### src/design/b64_pkg.sv
`default_nettype none
package b64_pkg;

  localparam int unsigned GroupW = 24;
  localparam logic [7:0] PadChar = 8'h3D;

  typedef enum logic [0:0] {
    REG_URL_ALPHABET = 1'b0,
    REG_PAD_ENABLE   = 1'b1
  } cfg_reg_t;

  typedef struct packed {
    logic [GroupW-1:0] group;
    logic [1:0]        data_last;
    logic [1:0]        char_last;
    logic              eom;
  } b64_entry_t;

  function automatic logic [7:0] b64_char(input logic [5:0] idx, input logic url);
    logic [7:0] code;
    begin
      code = {2'b00, idx};
      if (idx < 6'd26) begin
        b64_char = 8'h41 + code;
      end else if (idx < 6'd52) begin
        b64_char = 8'h61 + code - 8'd26;
      end else if (idx < 6'd62) begin
        b64_char = 8'h30 + code - 8'd52;
      end else if (idx == 6'd62) begin
        b64_char = url ? 8'h2D : 8'h2B;
      end else begin
        b64_char = url ? 8'h5F : 8'h2F;
      end
    end
  endfunction

endpackage
`default_nettype wire

### src/design/base64_encoder.sv
`default_nettype none
// a group-completing byte is written into the group queue, then its first character into the output register
// output: one character per cycle while a group is queued and m_tready is high, four characters per full group
// the output character register sets the rate; a 2-entry group queue decouples input
// reset: synchronous active high rst clears pending bytes, queue and output valid
// after reset url_alphabet is 0 and pad_enable is 1
module base64_encoder
  import b64_pkg::*;
(
  input  wire logic       clk,
  input  wire logic       rst,
  input  wire logic       s_tvalid,
  output logic            s_tready,
  input  wire logic [7:0] s_tdata,   // data_byte
  input  wire logic       s_tlast,   // end_of_message
  output logic            m_tvalid,
  input  wire logic       m_tready,
  output logic [7:0]      m_tdata,   // out_char
  output logic            m_tlast,   // last_char
  input  wire logic       cfg_we,
  input  wire logic [0:0] cfg_index,
  input  wire logic [0:0] cfg_data
);

  logic       url_alphabet;
  logic       pad_enable;
  logic       push;
  logic       pop;
  logic       q_full;
  logic       head_valid;
  b64_entry_t push_entry;
  b64_entry_t head;

  always_ff @(posedge clk) begin
    if (rst) begin
      url_alphabet <= 1'b0;
      pad_enable   <= 1'b1;
    end else if (cfg_we) begin
      unique case (cfg_reg_t'(cfg_index))
        REG_URL_ALPHABET: url_alphabet <= cfg_data[0];
        REG_PAD_ENABLE:   pad_enable   <= cfg_data[0];
        default:          ;
      endcase
    end
  end

  b64_front u_front (
    .clk            (clk),
    .rst            (rst),
    .pad_enable     (pad_enable),
    .in_valid       (s_tvalid),
    .in_ready       (s_tready),
    .data_byte      (s_tdata),
    .end_of_message (s_tlast),
    .q_full         (q_full),
    .push           (push),
    .push_entry     (push_entry)
  );

  b64_fifo u_fifo (
    .clk        (clk),
    .rst        (rst),
    .push       (push),
    .push_entry (push_entry),
    .full       (q_full),
    .pop        (pop),
    .head_valid (head_valid),
    .head       (head)
  );

  b64_back u_back (
    .clk          (clk),
    .rst          (rst),
    .url_alphabet (url_alphabet),
    .head_valid   (head_valid),
    .head         (head),
    .pop          (pop),
    .out_valid    (m_tvalid),
    .out_ready    (m_tready),
    .out_char     (m_tdata),
    .last_char    (m_tlast)
  );

endmodule
`default_nettype wire

### src/design/b64_front.sv
`default_nettype none
module b64_front
  import b64_pkg::*;
(
  input  wire logic       clk,
  input  wire logic       rst,
  input  wire logic       pad_enable,
  input  wire logic       in_valid,
  output logic            in_ready,
  input  wire logic [7:0] data_byte,
  input  wire logic       end_of_message,
  input  wire logic       q_full,
  output logic            push,
  output b64_entry_t      push_entry
);

  logic [15:0] pending_bytes;
  logic [15:0] pending_bytes_next;
  logic [1:0]  pending_count;
  logic [1:0]  pending_count_next;
  logic        accept;

  assign in_ready = !q_full;
  assign accept   = in_valid && in_ready;

  always_comb begin
    pending_bytes_next   = pending_bytes;
    pending_count_next   = pending_count;
    push                 = 1'b0;
    push_entry.group     = '0;
    push_entry.data_last = 2'd3;
    push_entry.char_last = 2'd3;
    push_entry.eom       = end_of_message;
    case (pending_count)
      2'd2: begin
        push_entry.group = {pending_bytes, data_byte};
        if (accept) begin
          push               = 1'b1;
          pending_bytes_next = '0;
          pending_count_next = 2'd0;
        end
      end
      2'd1: begin
        push_entry.group     = {pending_bytes[15:8], data_byte, 8'h00};
        push_entry.data_last = 2'd2;
        push_entry.char_last = pad_enable ? 2'd3 : 2'd2;
        if (accept) begin
          if (end_of_message) begin
            push               = 1'b1;
            pending_bytes_next = '0;
            pending_count_next = 2'd0;
          end else begin
            pending_bytes_next = {pending_bytes[15:8], data_byte};
            pending_count_next = 2'd2;
          end
        end
      end
      default: begin
        push_entry.group     = {data_byte, 16'h0000};
        push_entry.data_last = 2'd1;
        push_entry.char_last = pad_enable ? 2'd3 : 2'd1;
        if (accept) begin
          if (end_of_message) begin
            push               = 1'b1;
            pending_bytes_next = '0;
            pending_count_next = 2'd0;
          end else begin
            pending_bytes_next = {data_byte, 8'h00};
            pending_count_next = 2'd1;
          end
        end
      end
    endcase
  end

  always_ff @(posedge clk) begin
    if (rst) begin
      pending_bytes <= '0;
      pending_count <= 2'd0;
    end else begin
      pending_bytes <= pending_bytes_next;
      pending_count <= pending_count_next;
    end
  end

  property p_count_range;
    @(posedge clk) disable iff (rst) pending_count != 2'd3;
  endproperty
  assert property (p_count_range) else $error("pending count out of range");

  property p_push_needs_accept;
    @(posedge clk) disable iff (rst) push |-> accept;
  endproperty
  assert property (p_push_needs_accept) else $error("push without transaction");

  property p_full_group_clears;
    @(posedge clk) disable iff (rst) (accept && pending_count == 2'd2) |=> pending_count == 2'd0;
  endproperty
  assert property (p_full_group_clears) else $error("group not cleared");

endmodule
`default_nettype wire

### src/design/b64_fifo.sv
`default_nettype none
module b64_fifo
  import b64_pkg::*;
(
  input  wire logic       clk,
  input  wire logic       rst,
  input  wire logic       push,
  input  wire b64_entry_t push_entry,
  output logic            full,
  input  wire logic       pop,
  output logic            head_valid,
  output b64_entry_t      head
);

  b64_entry_t mem [2];
  logic       wr_ptr;
  logic       rd_ptr;
  logic [1:0] count;

  assign full       = count == 2'd2;
  assign head_valid = count != 2'd0;
  assign head       = mem[rd_ptr];

  always_ff @(posedge clk) begin
    if (push) begin
      mem[wr_ptr] <= push_entry;
    end
  end

  always_ff @(posedge clk) begin
    if (rst) begin
      wr_ptr <= 1'b0;
      rd_ptr <= 1'b0;
      count  <= 2'd0;
    end else begin
      if (push) begin
        wr_ptr <= !wr_ptr;
      end
      if (pop) begin
        rd_ptr <= !rd_ptr;
      end
      count <= count + {1'b0, push} - {1'b0, pop};
    end
  end

  property p_no_overflow;
    @(posedge clk) disable iff (rst) !(push && full);
  endproperty
  assert property (p_no_overflow) else $error("queue overflow");

  property p_no_underflow;
    @(posedge clk) disable iff (rst) !(pop && !head_valid);
  endproperty
  assert property (p_no_underflow) else $error("queue underflow");

  property p_count_ptrs;
    @(posedge clk) disable iff (rst) (count == 2'd1) |-> (wr_ptr != rd_ptr);
  endproperty
  assert property (p_count_ptrs) else $error("pointer mismatch");

endmodule
`default_nettype wire

### src/design/b64_back.sv
`default_nettype none
module b64_back
  import b64_pkg::*;
(
  input  wire logic       clk,
  input  wire logic       rst,
  input  wire logic       url_alphabet,
  input  wire logic       head_valid,
  input  wire b64_entry_t head,
  output logic            pop,
  output logic            out_valid,
  input  wire logic       out_ready,
  output logic [7:0]      out_char,
  output logic            last_char
);

  logic [1:0] char_idx;
  logic [1:0] char_idx_next;
  logic       load;
  logic [5:0] sextet;
  logic [7:0] char_next;

  assign load = head_valid && (!out_valid || out_ready);
  assign pop  = load && (char_idx == head.char_last);

  always_comb begin
    case (char_idx)
      2'd0:    sextet = head.group[23:18];
      2'd1:    sextet = head.group[17:12];
      2'd2:    sextet = head.group[11:6];
      default: sextet = head.group[5:0];
    endcase
    char_next = (char_idx <= head.data_last) ? b64_char(sextet, url_alphabet) : PadChar;
    if (pop) begin
      char_idx_next = 2'd0;
    end else if (load) begin
      char_idx_next = char_idx + 2'd1;
    end else begin
      char_idx_next = char_idx;
    end
  end

  always_ff @(posedge clk) begin
    if (rst) begin
      char_idx  <= 2'd0;
      out_valid <= 1'b0;
    end else begin
      char_idx <= char_idx_next;
      if (load) begin
        out_valid <= 1'b1;
      end else if (out_ready) begin
        out_valid <= 1'b0;
      end
    end
  end

  always_ff @(posedge clk) begin
    if (load) begin
      out_char  <= char_next;
      last_char <= pop && head.eom;
    end
  end

  property p_idx_in_range;
    @(posedge clk) disable iff (rst) head_valid |-> (char_idx <= head.char_last);
  endproperty
  assert property (p_idx_in_range) else $error("character index past group end");

  property p_idle_idx_zero;
    @(posedge clk) disable iff (rst) !head_valid |-> (char_idx == 2'd0);
  endproperty
  assert property (p_idle_idx_zero) else $error("index not reset between groups");

  property p_last_only_on_pop;
    @(posedge clk) disable iff (rst) (load && !pop) |=> !last_char;
  endproperty
  assert property (p_last_only_on_pop) else $error("last flag inside group");

endmodule
`default_nettype wire

### config.mk
export PLATFORM = sky130hd
export DESIGN_NAME = base64_encoder
export DESIGN_NICKNAME = d
export VERILOG_FILES = /design/src/design/b64_pkg.sv /design/src/design/base64_encoder.sv /design/src/design/b64_front.sv /design/src/design/b64_fifo.sv /design/src/design/b64_back.sv
export SDC_FILE = /design/constraint.sdc
export NUM_CORES = 1
export LEC_CHECK = 0
export BUFFER_PORTS_ARGS = -buffer_cell sky130_fd_sc_hd__buf_4
export CAP_MARGIN = 10
export CORE_AREA = 2 2 99 111
export DETAILED_ROUTE_END_ITERATION = 10
export DIE_AREA = 0 0 101 113
export PLACE_DENSITY_LB_ADDON = 0.15
export SLEW_MARGIN = 10
export SYNTH_ARGS = -nofsm -noshare
export SYNTH_HDL_FRONTEND = slang
export SYNTH_SLANG_ARGS = --single-unit
### constraint.sdc
create_clock -name clk -period 3.2 [get_ports clk]
set_clock_uncertainty 0.15 [all_clocks]
set_input_delay 0.48 -clock clk [delete_from_list [all_inputs] [get_ports clk]]
set_output_delay 0.48 -clock clk [all_outputs]
set_load 0.02 [all_outputs]
==> impl_metrics.toml <==
[run_status]
status = "completed"

[detailed_routing]
drtIter0Drc = 206
drc = 0
wl_mm = 9.63
num_vias = 3070
firstDrtPassIters = 5
wl_per_cell_um = 16.8
ant_nets = 0
viasPerCell = 5.37

[timing]
whs_ns = 0.224
setup_violations = 0
fin_crit_sh_pct = 95.4
fmax_ghz = 0.328
min_period_ns = 3.05
slew_headroom_pct = 36.2
tightest_slew_ns = 0.949
worst_slack_ns = 0.147
rsz0062_at_grt = "false"
maxSlewViolCount = 0
fin_setup_tns_ns = 0
hold_viol_final = 0

[clock_tree]
cts_tree = "yes"
clock_latency_ns = 0.34
clk_transition_reported_paths_ns = 0.07
clock_sinks = 95
cts_buffers = 9
cts_root_buffer = "clkbuf_16"
clk_path_buf_depth = 2
hold_buffers = 0
cts-htree-levels = 3
post_cts_buffers = 0

[floorplan]
row_count = 39
fp.dieH_um = 113
die-width_um = 101
start_util_pct = 44.5
io_pins = 27
coreArea_um2 = 10200
dieArea_um2 = 11400

[power_and_ir_drop]
vdd_drop_max_mv = 0.459
leakagePower_nw = 1.99
cellPowerDensity_nw_per_um2 = 757

[worst_setup_path]
path_cells = "inv_1 > ha_4 > a22oi_1 > and3_1 > a221o_1 > inv_1 > ha_1 > nand3_1 > nor4_1 > a2111oi_1 > a211o_1"
cp_data_required_time_ns = 3.14
end_kind = "flop"
start_kind = "flop"
critPathArrivalTime_ns = 3.00
cpMaxStageDelayCell = "a221o_1"
crit_fanout = 10
critPathTopFamily = "compound AO/OA/AOI/OAI gates"
path_class = "flop to flop"
cp_num_buf_inv = 2
worst_path_largest_cell_delay_ns = 0.36
crit_top_cell = "inv_1"

[grt]
grt_pass1_wl_mm = 16.2
antenna_found_initial = 0
overflow = 0
grt_pass1_vias = 3089
track_usage_pct = 18.5
grt_max_degree = 30

[synthesis]
syn_inst = 407
post_synth.cell_area_avg_um2 = 11.2
synth_top_area_share_pct = 44.2
syn-cell-area_um2 = 4560
synth_area_leaders = "edfxtp_1, dfxtp_1, ha_1"
postSynthNetCount = 442
synth-seq-cells = 95
ys_seq_area_share_pct = 56.5
yosysWarnings = 0
ys_types = 55
synth_top_cell_by_area = "edfxtp_1"

[place]
placed_cell_area_um2 = 4940
hpwl_mm = 7.05
buffer_ports.inserted = 26
pre_cts_slack_ns = -0.0483
gp_routability_congestion = 0.921

[layout]
final_layout_size_suffix_gt1_share_pct = 18.7
nFillCells = 903
final_area_um2 = 5330
area_delta_synth_final_pct = 16.9
diodes = 0
fin_nets = 479
utilization_pct = 52.0

[worst_hold_path]
hp-class = "input port to flop"

[job]
drv_cap = 0
==> placed cells by master (no fill, tap or decap), drive strengths merged, types with 3 or more instances in the layout <==
cell type	n
nor2b	5
a22oi	26
buf	46
nor2	38
ha	19
mux2i	13
bufinv	3
a211o	4
clkbuf	9
edfxtp	67
inv	20
xnor2	10
nor3	7
a21oi	21
o21ai	10
nand3	23
and2	10
dfxtp	28
nand2b	7
nand2	49
==> cell usage after synthesis, drive strengths merged <==
cell and n:
a221oi 1, and3 2, a21oi 21, o41ai 1, a22o 1, nor3 7
ha 19, a31o 1, nand2 49, a21boi 1, dfxtp 28, nor2b 5
nor4 1, a211o 4, inv 19, mux2 1, nand4 1, a222oi 1
a41o 1, o311ai 1, a211oi 1, nor2 38, nand2b 7, mux2i 13
o31ai 1, a2111oi 2, edfxtp 67, o21a 2, a311oi 1, a311o 1
o211ai 2, a221o 1, or2 2, a41oi 1, nor3b 1, a22oi 26
and2 10, o21bai 1, buf 9, nand3 23, clkbuf 11, xnor2 10
xor2 2, o21ai 10
==> report_power, final <==
part	internal, mW	switching, mW	total, mW	leakage (nW)
logic	0.544	0.762	1.31	0.958
clock network	0.765	0.457	1.22	0.164
registers	1.46	0.0436	1.50	0.867
==> logic make-up after synthesis <==
group | count (synthesis) | share of synthesized area (%)
muxes | 14 | 3.10
adders and majority gates | 19 | 5.22
buffers and inverters | 39 | 4.20
and+or+nand+nor | 146 | 15.6
DFF | 95 | 56.5
xor gates and xnor gates | 12 | 2.31
AOI/OAI and AO/OA | 82 | 13.1
==> what timing repair did <==
item | in CTS | in global routing
gates resized for setup | 2 | 7
endpoints found under the setup margin | 1 | 6
cloned | 0 | 0
==> per-stage QoR <==
step / total power, mW / instances
global placement: 2.79 / 556
finish: 4.03 / 572
detailed placement: 2.80 / 556
global route: 4.25 / 572
floorplan: 2.43 / 407
CTS: 4.03 / 572
==> worst paths after layout <==
kind	startpoint	endpoint	slack (ns)	depth (start not counted)
max	u_back.char_idx[0]$_SDFFE_PP0P_	u_back.out_char[2]$_SDFFCE_PN1P_	0.15	11
min	s_tlast	u_fifo.mem[0][0]$_DFFE_PP_	0.22	1
max reg2reg	u_back.char_idx[0]$_SDFFE_PP0P_	u_back.out_char[2]$_SDFFCE_PN1P_	0.15	11
min reg2reg	u_front.pending_bytes[9]$_SDFFE_PP0P_	u_front.pending_bytes[9]$_SDFFE_PP0P_	0.30	2
==> routing by layer <==
| layer | global-route usage, % | vias up | wire length [um] |
|---|---|---|---|
| li1 | - | 1551 | - |
| met1 | 24.7 | 1449 | 4400 |
| met2 | 29.6 | 60 | 4740 |
| met3 | 3.71 | 10 | 344 |
| met4 | 7.03 | 0 | 144 |
| met5 | 0 | - | 0 |
==> registers in the layout, indices dropped and copies added, names as in the netlist, 2 cells and up, named ones only <==
| signal | cells |
|---|---|
| u_front.pending_bytes | 16 |
| u_fifo.mem | 58 |
| u_front.pending_count | 2 |
| u_back.char_idx | 2 |
| u_back.out_char | 8 |
| u_fifo.count | 2 |
==> final cells by class <==
class | instances | area, um2 | area share, %
clock buffer | 9 | 225 | 4.23
multi-input combinational | 273 | 1840 | 34.5
sequential | 95 | 2570 | 48.3
timing repair buffer | 46 | 345 | 6.48
clock inverter | 7 | 119 | 2.23
tap | 123 | 154 | 2.89
inverter | 19 | 71.3 | 1.34
(Power assumes the default switching activity.)
